## src/design/slide_to_arm_controller_defines.svh

```systemverilog
// assertion macros for the slide-to-arm controller
// used by the top level; expects clk and arst_n in scope
`ifndef SLIDE_TO_ARM_CONTROLLER_DEFINES_SVH
`define SLIDE_TO_ARM_CONTROLLER_DEFINES_SVH

// same-cycle implication, checked out of reset
`define STAC_ASSERT_IMPL(lbl, ante, cons) \
	lbl: assert property (@(posedge clk) disable iff (!arst_n) (ante) |-> (cons)) \
		else $error("stac assertion failed");

// next-cycle implication, checked out of reset
`define STAC_ASSERT_NEXT(lbl, ante, cons) \
	lbl: assert property (@(posedge clk) disable iff (!arst_n) (ante) |=> (cons)) \
		else $error("stac assertion failed");

`endif

```

## src/design/stac_pkg.sv

```systemverilog
// types and constants for the slide-to-arm controller
// no dependencies
`timescale 1ns / 1ps

package stac_pkg;

	localparam int unsigned COL_W  = 8;
	localparam int unsigned ROW_W  = 9;
	localparam int unsigned AGE_W  = 13;
	localparam int unsigned CIDX_W = 3;
	localparam int unsigned CDAT_W = 13;

	localparam logic [AGE_W-1:0] AGE_MAX = 13'd8191;

	typedef enum logic [2:0] {
		CMD_RELEASE   = 3'd0,
		CMD_TOUCH     = 3'd1,
		CMD_HEARTBEAT = 3'd2,
		CMD_MESSAGE   = 3'd3,
		CMD_TICK      = 3'd4
	} cmd_t;

	typedef enum logic [1:0] {
		REQ_NONE   = 2'd0,
		REQ_ARM    = 2'd1,
		REQ_DISARM = 2'd2
	} req_t;

	typedef enum logic [1:0] {
		PEND_IDLE      = 2'd0,
		PEND_ARMING    = 2'd1,
		PEND_DISARMING = 2'd2
	} pend_t;

	typedef enum logic [2:0] {
		CFG_ARM_START     = 3'd0,
		CFG_DISARM_START  = 3'd1,
		CFG_ARM_TRIGGER   = 3'd2,
		CFG_DISARM_TRIGGER = 3'd3,
		CFG_STRIP_TOP     = 3'd4,
		CFG_CONFIRM_TO    = 3'd5,
		CFG_LINK_TO       = 3'd6
	} cfg_idx_t;

	localparam logic [COL_W-1:0] RST_ARM_START      = 8'd62;
	localparam logic [COL_W-1:0] RST_DISARM_START   = 8'd178;
	localparam logic [COL_W-1:0] RST_ARM_TRIGGER    = 8'd158;
	localparam logic [COL_W-1:0] RST_DISARM_TRIGGER = 8'd81;
	localparam logic [ROW_W-1:0] RST_STRIP_TOP      = 9'd280;
	localparam logic [AGE_W-1:0] RST_CONFIRM_TO     = 13'd4000;
	localparam logic [AGE_W-1:0] RST_LINK_TO        = 13'd1000;

	typedef struct packed {
		logic [COL_W-1:0] arm_start_limit;
		logic [COL_W-1:0] disarm_start_limit;
		logic [COL_W-1:0] arm_trigger_column;
		logic [COL_W-1:0] disarm_trigger_column;
		logic [ROW_W-1:0] strip_top_row;
		logic [AGE_W-1:0] confirm_timeout_ms;
		logic [AGE_W-1:0] link_timeout_ms;
	} cfg_t;

	typedef struct packed {
		logic [2:0]       command;
		logic [COL_W-1:0] touch_x;
		logic [ROW_W-1:0] touch_y;
		logic             reported_armed;
	} item_t;

	typedef struct packed {
		logic [1:0]       request;
		logic             armed_now;
		logic [1:0]       pending_kind;
		logic             gesture_active;
		logic [COL_W-1:0] thumb_column;
		logic             link_alive;
	} result_t;

endpackage

```

## src/design/stac_cfg.sv

```systemverilog
// configuration register file of the slide-to-arm controller
// depends on stac_pkg
`timescale 1ns / 1ps

module stac_cfg import stac_pkg::*; (
	input  logic              clk,
	input  logic              arst_n,
	input  logic              wr_en,
	input  logic [CIDX_W-1:0] wr_index,
	input  logic [CDAT_W-1:0] wr_data,
	output cfg_t              cfg
);

	cfg_t cfg_q;

	always_ff @(posedge clk or negedge arst_n) begin
		if (!arst_n) begin
			cfg_q.arm_start_limit       <= RST_ARM_START;
			cfg_q.disarm_start_limit    <= RST_DISARM_START;
			cfg_q.arm_trigger_column    <= RST_ARM_TRIGGER;
			cfg_q.disarm_trigger_column <= RST_DISARM_TRIGGER;
			cfg_q.strip_top_row         <= RST_STRIP_TOP;
			cfg_q.confirm_timeout_ms    <= RST_CONFIRM_TO;
			cfg_q.link_timeout_ms       <= RST_LINK_TO;
		end else if (wr_en) begin
			case (cfg_idx_t'(wr_index))
				CFG_ARM_START:      cfg_q.arm_start_limit       <= wr_data[COL_W-1:0];
				CFG_DISARM_START:   cfg_q.disarm_start_limit    <= wr_data[COL_W-1:0];
				CFG_ARM_TRIGGER:    cfg_q.arm_trigger_column    <= wr_data[COL_W-1:0];
				CFG_DISARM_TRIGGER: cfg_q.disarm_trigger_column <= wr_data[COL_W-1:0];
				CFG_STRIP_TOP:      cfg_q.strip_top_row         <= wr_data[ROW_W-1:0];
				CFG_CONFIRM_TO:     cfg_q.confirm_timeout_ms    <= wr_data[AGE_W-1:0];
				CFG_LINK_TO:        cfg_q.link_timeout_ms       <= wr_data[AGE_W-1:0];
				default: ;
			endcase
		end
	end

	assign cfg = cfg_q;

endmodule

```

## src/design/stac_core.sv

```systemverilog
// controller state and its combinational next-state and result logic
// depends on stac_pkg
`timescale 1ns / 1ps

module stac_core import stac_pkg::*; (
	input  logic    clk,
	input  logic    arst_n,
	input  logic    step,
	input  item_t   item,
	input  cfg_t    cfg,
	output result_t result
);

	logic             armed_q,  armed_n;
	pend_t            pend_q,   pend_n;
	logic [AGE_W-1:0] page_q,   page_n;
	logic [AGE_W-1:0] mage_q,   mage_n;
	logic             sv_q,     sv_n;
	logic [COL_W-1:0] start_q,  start_n;
	logic [COL_W-1:0] slide_q,  slide_n;
	req_t             req;

	always_comb begin
		armed_n = armed_q;
		pend_n  = pend_q;
		page_n  = page_q;
		mage_n  = mage_q;
		sv_n    = sv_q;
		start_n = start_q;
		slide_n = slide_q;
		req     = REQ_NONE;
		case (cmd_t'(item.command))
			CMD_RELEASE: begin
				sv_n    = 1'b0;
				start_n = '0;
				slide_n = '0;
			end
			CMD_TOUCH: begin
				if (item.touch_y < cfg.strip_top_row) begin
					sv_n    = 1'b0;
					start_n = '0;
					slide_n = '0;
				end else begin
					if (!sv_q && ((!armed_q && item.touch_x <= cfg.arm_start_limit) ||
						(armed_q && item.touch_x >= cfg.disarm_start_limit))) begin
						sv_n    = 1'b1;
						start_n = item.touch_x;
					end
					if (sv_n) begin
						slide_n = item.touch_x;
						// start zone is rechecked against the current limits
						if (!armed_q && start_n <= cfg.arm_start_limit &&
							item.touch_x >= cfg.arm_trigger_column) begin
							req     = REQ_ARM;
							pend_n  = PEND_ARMING;
							page_n  = '0;
							sv_n    = 1'b0;
							start_n = '0;
							slide_n = '0;
						end else if (armed_q && start_n >= cfg.disarm_start_limit &&
							item.touch_x <= cfg.disarm_trigger_column) begin
							req     = REQ_DISARM;
							pend_n  = PEND_DISARMING;
							page_n  = '0;
							sv_n    = 1'b0;
							start_n = '0;
							slide_n = '0;
						end
					end
				end
			end
			CMD_HEARTBEAT: begin
				mage_n = '0;
				if ((pend_q == PEND_ARMING && item.reported_armed) ||
					(pend_q == PEND_DISARMING && !item.reported_armed)) begin
					pend_n = PEND_IDLE;
				end
				armed_n = item.reported_armed;
			end
			CMD_MESSAGE: begin
				mage_n = '0;
			end
			CMD_TICK: begin
				mage_n = (mage_q == AGE_MAX) ? AGE_MAX : mage_q + 1'b1;
				page_n = (page_q == AGE_MAX) ? AGE_MAX : page_q + 1'b1;
				if (pend_q != PEND_IDLE && page_n > cfg.confirm_timeout_ms) begin
					pend_n = PEND_IDLE;
				end
			end
			default: ;
		endcase
	end

	always_ff @(posedge clk or negedge arst_n) begin
		if (!arst_n) begin
			armed_q <= 1'b0;
			pend_q  <= PEND_IDLE;
			page_q  <= '0;
			mage_q  <= '0;
			sv_q    <= 1'b0;
			start_q <= '0;
			slide_q <= '0;
		end else if (step) begin
			armed_q <= armed_n;
			pend_q  <= pend_n;
			page_q  <= page_n;
			mage_q  <= mage_n;
			sv_q    <= sv_n;
			start_q <= start_n;
			slide_q <= slide_n;
		end
	end

	always_comb begin
		result.request        = req;
		result.armed_now      = armed_n;
		result.pending_kind   = pend_n;
		result.gesture_active = sv_n;
		result.thumb_column   = sv_n ? slide_n : '0;
		result.link_alive     = (mage_n <= cfg.link_timeout_ms);
	end

endmodule

```

## src/design/slide_to_arm_controller.sv

```systemverilog
// slide-to-arm controller top level: input register, core, result register
// depends on stac_pkg, stac_cfg, stac_core and slide_to_arm_controller_defines.svh
//
// channel   direction  payload
// s_axis    in         tuser: command; tdata: touch_x, touch_y, reported_armed
// m_axis    out        tuser: request; tdata: status fields
// cfg       in         cfg_index, cfg_data register write
//
// one event per cycle unless m_axis stalls; path: input register, then result register
// the state update happens in the cycle that moves an event from the input
// register into the result register, so back-to-back events chain through the state
// a stalled result register holds the input register, which then backpressures s_axis
// arst_n clears state and both valid flags and resets configuration; cfg_ready is always high
`timescale 1ns / 1ps
`include "slide_to_arm_controller_defines.svh"

module slide_to_arm_controller import stac_pkg::*; (
	input  logic        clk,
	input  logic        arst_n,
	input  logic        s_axis_tvalid,
	output logic        s_axis_tready,
	input  logic [23:0] s_axis_tdata,  // touch_x[7:0], touch_y[16:8], reported_armed[17], zero
	input  logic [2:0]  s_axis_tuser,  // command[2:0]
	output logic        m_axis_tvalid,
	input  logic        m_axis_tready,
	output logic [15:0] m_axis_tdata,  // armed_now[0], pending_kind[2:1], gesture_active[3],
	                                   // thumb_column[11:4], link_alive[12], zero
	output logic [1:0]  m_axis_tuser,  // request[1:0]
	input  logic        cfg_valid,
	output logic        cfg_ready,
	input  logic [CIDX_W-1:0] cfg_index,
	input  logic [CDAT_W-1:0] cfg_data
);

	logic    valid_s1;
	item_t   item_s1;
	logic    valid_s2;
	result_t res_s2;
	result_t res;
	cfg_t    cfg;
	logic    advance;

	assign cfg_ready = 1'b1;

	stac_cfg u_cfg (
		.clk      (clk),
		.arst_n   (arst_n),
		.wr_en    (cfg_valid & cfg_ready),
		.wr_index (cfg_index),
		.wr_data  (cfg_data),
		.cfg      (cfg)
	);

	// result slot free or draining this cycle
	assign advance       = valid_s1 && (!valid_s2 || m_axis_tready);
	assign s_axis_tready = !valid_s1 || advance;

	always_ff @(posedge clk or negedge arst_n) begin
		if (!arst_n) begin
			valid_s1 <= 1'b0;
		end else if (s_axis_tready) begin
			valid_s1 <= s_axis_tvalid;
		end
	end

	always_ff @(posedge clk) begin
		if (s_axis_tready && s_axis_tvalid) begin
			item_s1.command        <= s_axis_tuser;
			item_s1.touch_x        <= s_axis_tdata[7:0];
			item_s1.touch_y        <= s_axis_tdata[16:8];
			item_s1.reported_armed <= s_axis_tdata[17];
		end
	end

	stac_core u_core (
		.clk    (clk),
		.arst_n (arst_n),
		.step   (advance),
		.item   (item_s1),
		.cfg    (cfg),
		.result (res)
	);

	always_ff @(posedge clk or negedge arst_n) begin
		if (!arst_n) begin
			valid_s2 <= 1'b0;
		end else if (advance) begin
			valid_s2 <= 1'b1;
		end else if (m_axis_tready) begin
			valid_s2 <= 1'b0;
		end
	end

	always_ff @(posedge clk) begin
		if (advance) begin
			res_s2 <= res;
		end
	end

	assign m_axis_tvalid = valid_s2;
	assign m_axis_tuser  = res_s2.request;
	assign m_axis_tdata  = {3'b000, res_s2.link_alive, res_s2.thumb_column,
		res_s2.gesture_active, res_s2.pending_kind, res_s2.armed_now};

	// a fresh request always leaves the block pending on that request
	`STAC_ASSERT_IMPL(a_req_sets_pending, m_axis_tvalid && m_axis_tuser != REQ_NONE,
		m_axis_tdata[2:1] == m_axis_tuser && !m_axis_tdata[3])
	// thumb column reads zero outside a gesture
	`STAC_ASSERT_IMPL(a_thumb_idle, m_axis_tvalid && !m_axis_tdata[3], m_axis_tdata[11:4] == 8'd0)
	// a held input item is not dropped while the result side stalls
	`STAC_ASSERT_NEXT(a_s1_hold, valid_s1 && !advance, valid_s1 && $stable(item_s1))

endmodule

```

## config.mk

```make
export PLATFORM = sky130hd
export DESIGN_NAME = slide_to_arm_controller
export DESIGN_NICKNAME = d
export VERILOG_FILES = /design/src/design/stac_pkg.sv /design/src/design/stac_cfg.sv /design/src/design/stac_core.sv /design/src/design/slide_to_arm_controller.sv
export VERILOG_INCLUDE_DIRS = /design/src /design/src/design
export SDC_FILE = /design/constraint.sdc
export NUM_CORES = 1
export LEC_CHECK = 0
export ABC_AREA = 1
export CAP_MARGIN = 20
export CORE_ASPECT_RATIO = 0.75
export CORE_UTILIZATION = 37
export DETAILED_ROUTE_END_ITERATION = 10
export DONT_BUFFER_PORTS = 1
export PLACE_DENSITY = 0.49
export SYNTH_ARGS = -nofsm -noshare
export SYNTH_HDL_FRONTEND = slang
export SYNTH_HIERARCHICAL = 1
export SYNTH_SLANG_ARGS = --single-unit
```

## constraint.sdc

```tcl
create_clock -name clk -period 6.3 [get_ports clk]
set_input_delay 0.63 -clock clk [delete_from_list [all_inputs] [get_ports clk]]
set_output_delay 0.63 -clock clk [all_outputs]
set_load 0.01 [all_outputs]
```

==> metrics.md <==
| Metric | Value |
|---|---|
| Largest net degree at the start of global routing | 84 |
| Worst setup SP type | flop |
| Most frequent CP cell | nand2_1 |
| Initial antenna violation count | 0 |
| Final Max Tran Viols | 0 |
| Largest delay contributor family on the critical path | simple AND/OR/NAND/NOR gates |
| Final Hold Fails | 0 |
| Core Region | 24100 um2 |
| Setup TNS | 0 ps |
| Synth Area in Adders | 0.115 |
| Critical Path, Cell by Cell | ha_1, a21o_1, nor2_1, nand2_1, nand2_1, nand3_1, o21ai_0, ha_1, nand2_1, inv_1, nand2_1, nand2_1, nand2_1, nand2_1, nand2_1, nand2_1, nor2_1, inv_1, nand3_1, nor2_1, nor2_2, nor2_1 |
| Mean Syn Cell Area | 8.02 um2 |
| WP buf/inv | 2 |
| Async set-reset flop share out of synthesis | 0.762 |
| Pwr Total | 0.00317 W |
| Xor/xnor share of the synthesized area | 0.00768 |
| Row cnt | 49 |
| Slowest cell on crit path | nand3_1 |
| Root Driver | clkbuf_16 |
| Final Cycle Share | 0.747 |
| CTS HTree Levels | 4 |
| Final instance area | 10000 um2 |
| DR vias | 7074 |
| Clk pin slew, worst setup/hold paths | 70 ps |
| Yosys reg bits | 151 |
| First-pass detailed-route iteration total | 5 |
| Fmax | 0.213 GHz |
| Crit end category | flop |
| Share of layout cells above drive strength 1 | 0.0908 |
| Pleak | 4.94 nW |
| Worst Slack Setup Final | 1590 ps |
| Yosys warns | 6 |
| Post-synthesis compound-gate area fraction | 0.0834 |
| Post-layout nets | 1265 |
| Pre-CTS worst setup slack | 1650 ps |
| Placer Congestion | 0.801 |
| Slowest cell delay on critical path | 550 ps |
| Worst Hold Class | input port to async pin |
| Initial Util | 0.379 |
| Total GRT Usage | 0.193 |
| Main synth FF type | dfrtp_1 |
| Worst vdd ir | 213 uV |
| Antenna Cells | 0 |
| Die ar. | 25300 um2 |
| EDFF count, synth | 36 |
| Area growth from synthesis to layout | 9.78% |
| Post-Syn Instances | 1138 |
| Status | finished, final reports clean |
| Post-Syn Area | 9120 um2 |
| DR iter-0 viols | 523 |
| Largest family of logic cells by synthesized area | simple AND/OR/NAND/NOR gates |
| Clock tree buffer depth | 2 |
| Antenna Nets Post-Route | 0 |
| CP max FO | 16 |
| Chip width | 183 um |
| Die Ht | 138 um |
| Seq/Total Area, Yosys | 0.438 |
| Vias per cell | 4.79 |
| Post-synthesis mux area share | 0 |
| CTS tree | built |
| Critical Path AT | 4870 ps |
| CTS sink cnt | 151 |
| WHS | 53.2 ps |
| Max-cap violations | 0 |
| Worst slew margin | 0.326 |
| Num CTS Buffers | 17 |
| Final HPWL DP | 16000 um |
| Post-synthesis cell type count | 51 |
| Vias in the first global route | 6470 |
| CP Class | flop to flop |
| Worst clock skew | 11.9 ps |
| Fillers | 2472 |
| WL/cell | 15.6 um |
| First-pass GRT wire length | 36700 um |
| # setup viols final | 0 |
| Insertion delay to the later sink of the worst-skew pair | 430 ps |
| Placed Area | 9380 um2 |
| RSZ-0062 raised after global routing | false |
| IO Count | 69 |
| Grt ovf | 0 |
| Simple-Gate Fraction of Synth Area | 0.270 |
| Port bufs | 0 |
| Drt drc | 0 |
| Power Dens Cells | 316 nW/um2 |
| Worst-Margin Slew | 1010 ps |
| Min Tclk post-route | 4710 ps |
| Required time of the worst setup path | 6470 ps |
| Routed wire length | 23100 um |
## stage by stage
| stage | util | instances |
|---|---|---|
| 5_1_grt | 0.416 | 1477 |
| 3_3_place_gp | 0.389 | 1444 |
| 4_1_cts | 0.416 | 1477 |
| 3_5_place_dp | 0.389 | 1444 |
| 2_1_floorplan | - | 1140 |
| 6_report | 0.416 | 1477 |
## final cells by class
class                   count  area (um2)  share of cell area
clock buffers              22         497              0.0496
clock inverters            10         111              0.0111
inverters                 152         571              0.0570
multi-input cells         807        4370               0.437
flip-flops and latches    151        4000               0.399
well taps                 331         414              0.0414
repair buffers              4        50.0             0.00500
## worst register-to-register path: stages, from the launching register on
cell	delay [ps]
edfxtp_1	540
ha_1	360
a21o_1	180
nor2_1	100
nand2_1	60
nand2_1	100
nand3_1	400
o21ai_0	550
ha_1	340
nand2_1	60
inv_1	50
nand2_1	50
nand2_1	40
nand2_1	60
nand2_1	40
nand2_1	70
nand2_1	50
nor2_1	170
inv_1	80
nand3_1	550
nor2_1	160
nor2_2	340
nor2_1	100
## repair_timing
item	in CTS	in global routing
resized for setup	0	0
buffers inserted	0	0
hold endpoints to repair	83	0
hold buffers	1	0
endpoints found under the setup margin	0	0
## kinds of logic after synthesis
logic type	count (synthesis)
AOI/OAI and AO/OA	135
xor gates and xnor gates	8
adders and majority gates	84
buffers and inverters	182
DFF	151
other	2
and+or+nand+nor	576
## cell usage in the layout, fill, tap and decap left out, types with 3 or more instances in the layout
| cell type | netlist | routed |
|---|---|---|
| a21oi_1 | 43 | 42 |
| a31oi_1 | 6 | 6 |
| buf_4 | 9 | 3 |
| clkbuf_16 | 0 | 19 |
| clkinv_2 | 0 | 3 |
| conb_1 | 2 | 4 |
| dfrtp_1 | 83 | 83 |
| dfstp_2 | 32 | 32 |
| edfxtp_1 | 36 | 36 |
| ha_1 | 84 | 84 |
| inv_1 | 148 | 148 |
| inv_2 | 3 | 3 |
| nand2_1 | 386 | 386 |
| nand2_2 | 3 | 3 |
| nand2_4 | 3 | 3 |
| nand3_1 | 58 | 58 |
| nand3_2 | 3 | 3 |
| nand4_1 | 21 | 21 |
| nor2_1 | 72 | 72 |
| nor2_2 | 8 | 8 |
| nor2_4 | 5 | 5 |
| nor3_1 | 5 | 5 |
| o21a_1 | 6 | 6 |
| o21ai_0 | 57 | 57 |
| o21ai_1 | 3 | 3 |
| o21ai_2 | 5 | 5 |
| xnor2_1 | 4 | 4 |
| xor2_1 | 4 | 4 |
## final timing paths
check                             endpoint     startpoint  slack, ps  cells after the start
min in group clk             u_cfg/cfg[23]   cfg_data[10]        280                      2
hold / removal               u_cfg/cfg[61]         arst_n         50                      0
max in group asynchronous    u_cfg/cfg[19]         arst_n       5770                      1
setup / recovery           m_axis_tdata[5]    item_s1[17]       1590                     22
hold reg to reg              u_cfg/cfg[60]  u_cfg/cfg[60]        460                      2
setup reg to reg           m_axis_tdata[5]    item_s1[17]       1590                     22
## state kept, by name, summed over array words and instances (netlist names)
signal / count
u_core/slide_q: 8
m_axis_tdata: 13
item_s1: 21
u_core/mage_q: 13
u_core/sv_q: 1
u_core/start_q: 8
m_axis_tvalid: 1
u_core/page_q: 13
u_cfg/cfg: 67
valid_s1: 1
m_axis_tuser: 2
u_core/pend_q: 2
u_core/armed_q: 1
## cell usage after synthesis (all sizes together), types with 6 or more instances
cell    number  area share
nor3         8      0.0074
a21oi       43       0.024
nor2        85       0.041
o21a         6      0.0049
ha          84        0.12
buf         21       0.016
edfxtp      36        0.12
inv        151       0.062
dfstp       32       0.092
dfrtp       83        0.23
nand4       22       0.016
o21ai       65       0.038
nand3       61       0.035
a31oi        6      0.0041
clkbuf       9      0.0059
nand2      392        0.16
## routing by layer
metal | global-route usage | wire length, um | vias to the layer above
met5 | 0 | 0 | -
met1 | 0.309 | 13100 | 3263
met4 | 0.0463 | 207 | 0
met3 | 0.0412 | 1050 | 15
met2 | 0.255 | 8770 | 146
li1 | - | - | 3650
## report_power, final
part           internal [W]  switching (W)  total, W
registers           0.00118       0.000110   0.00129
clock network      0.000641       0.000422   0.00106
logic              0.000288       0.000524  0.000812
Power figures use the tool's default switching activity.
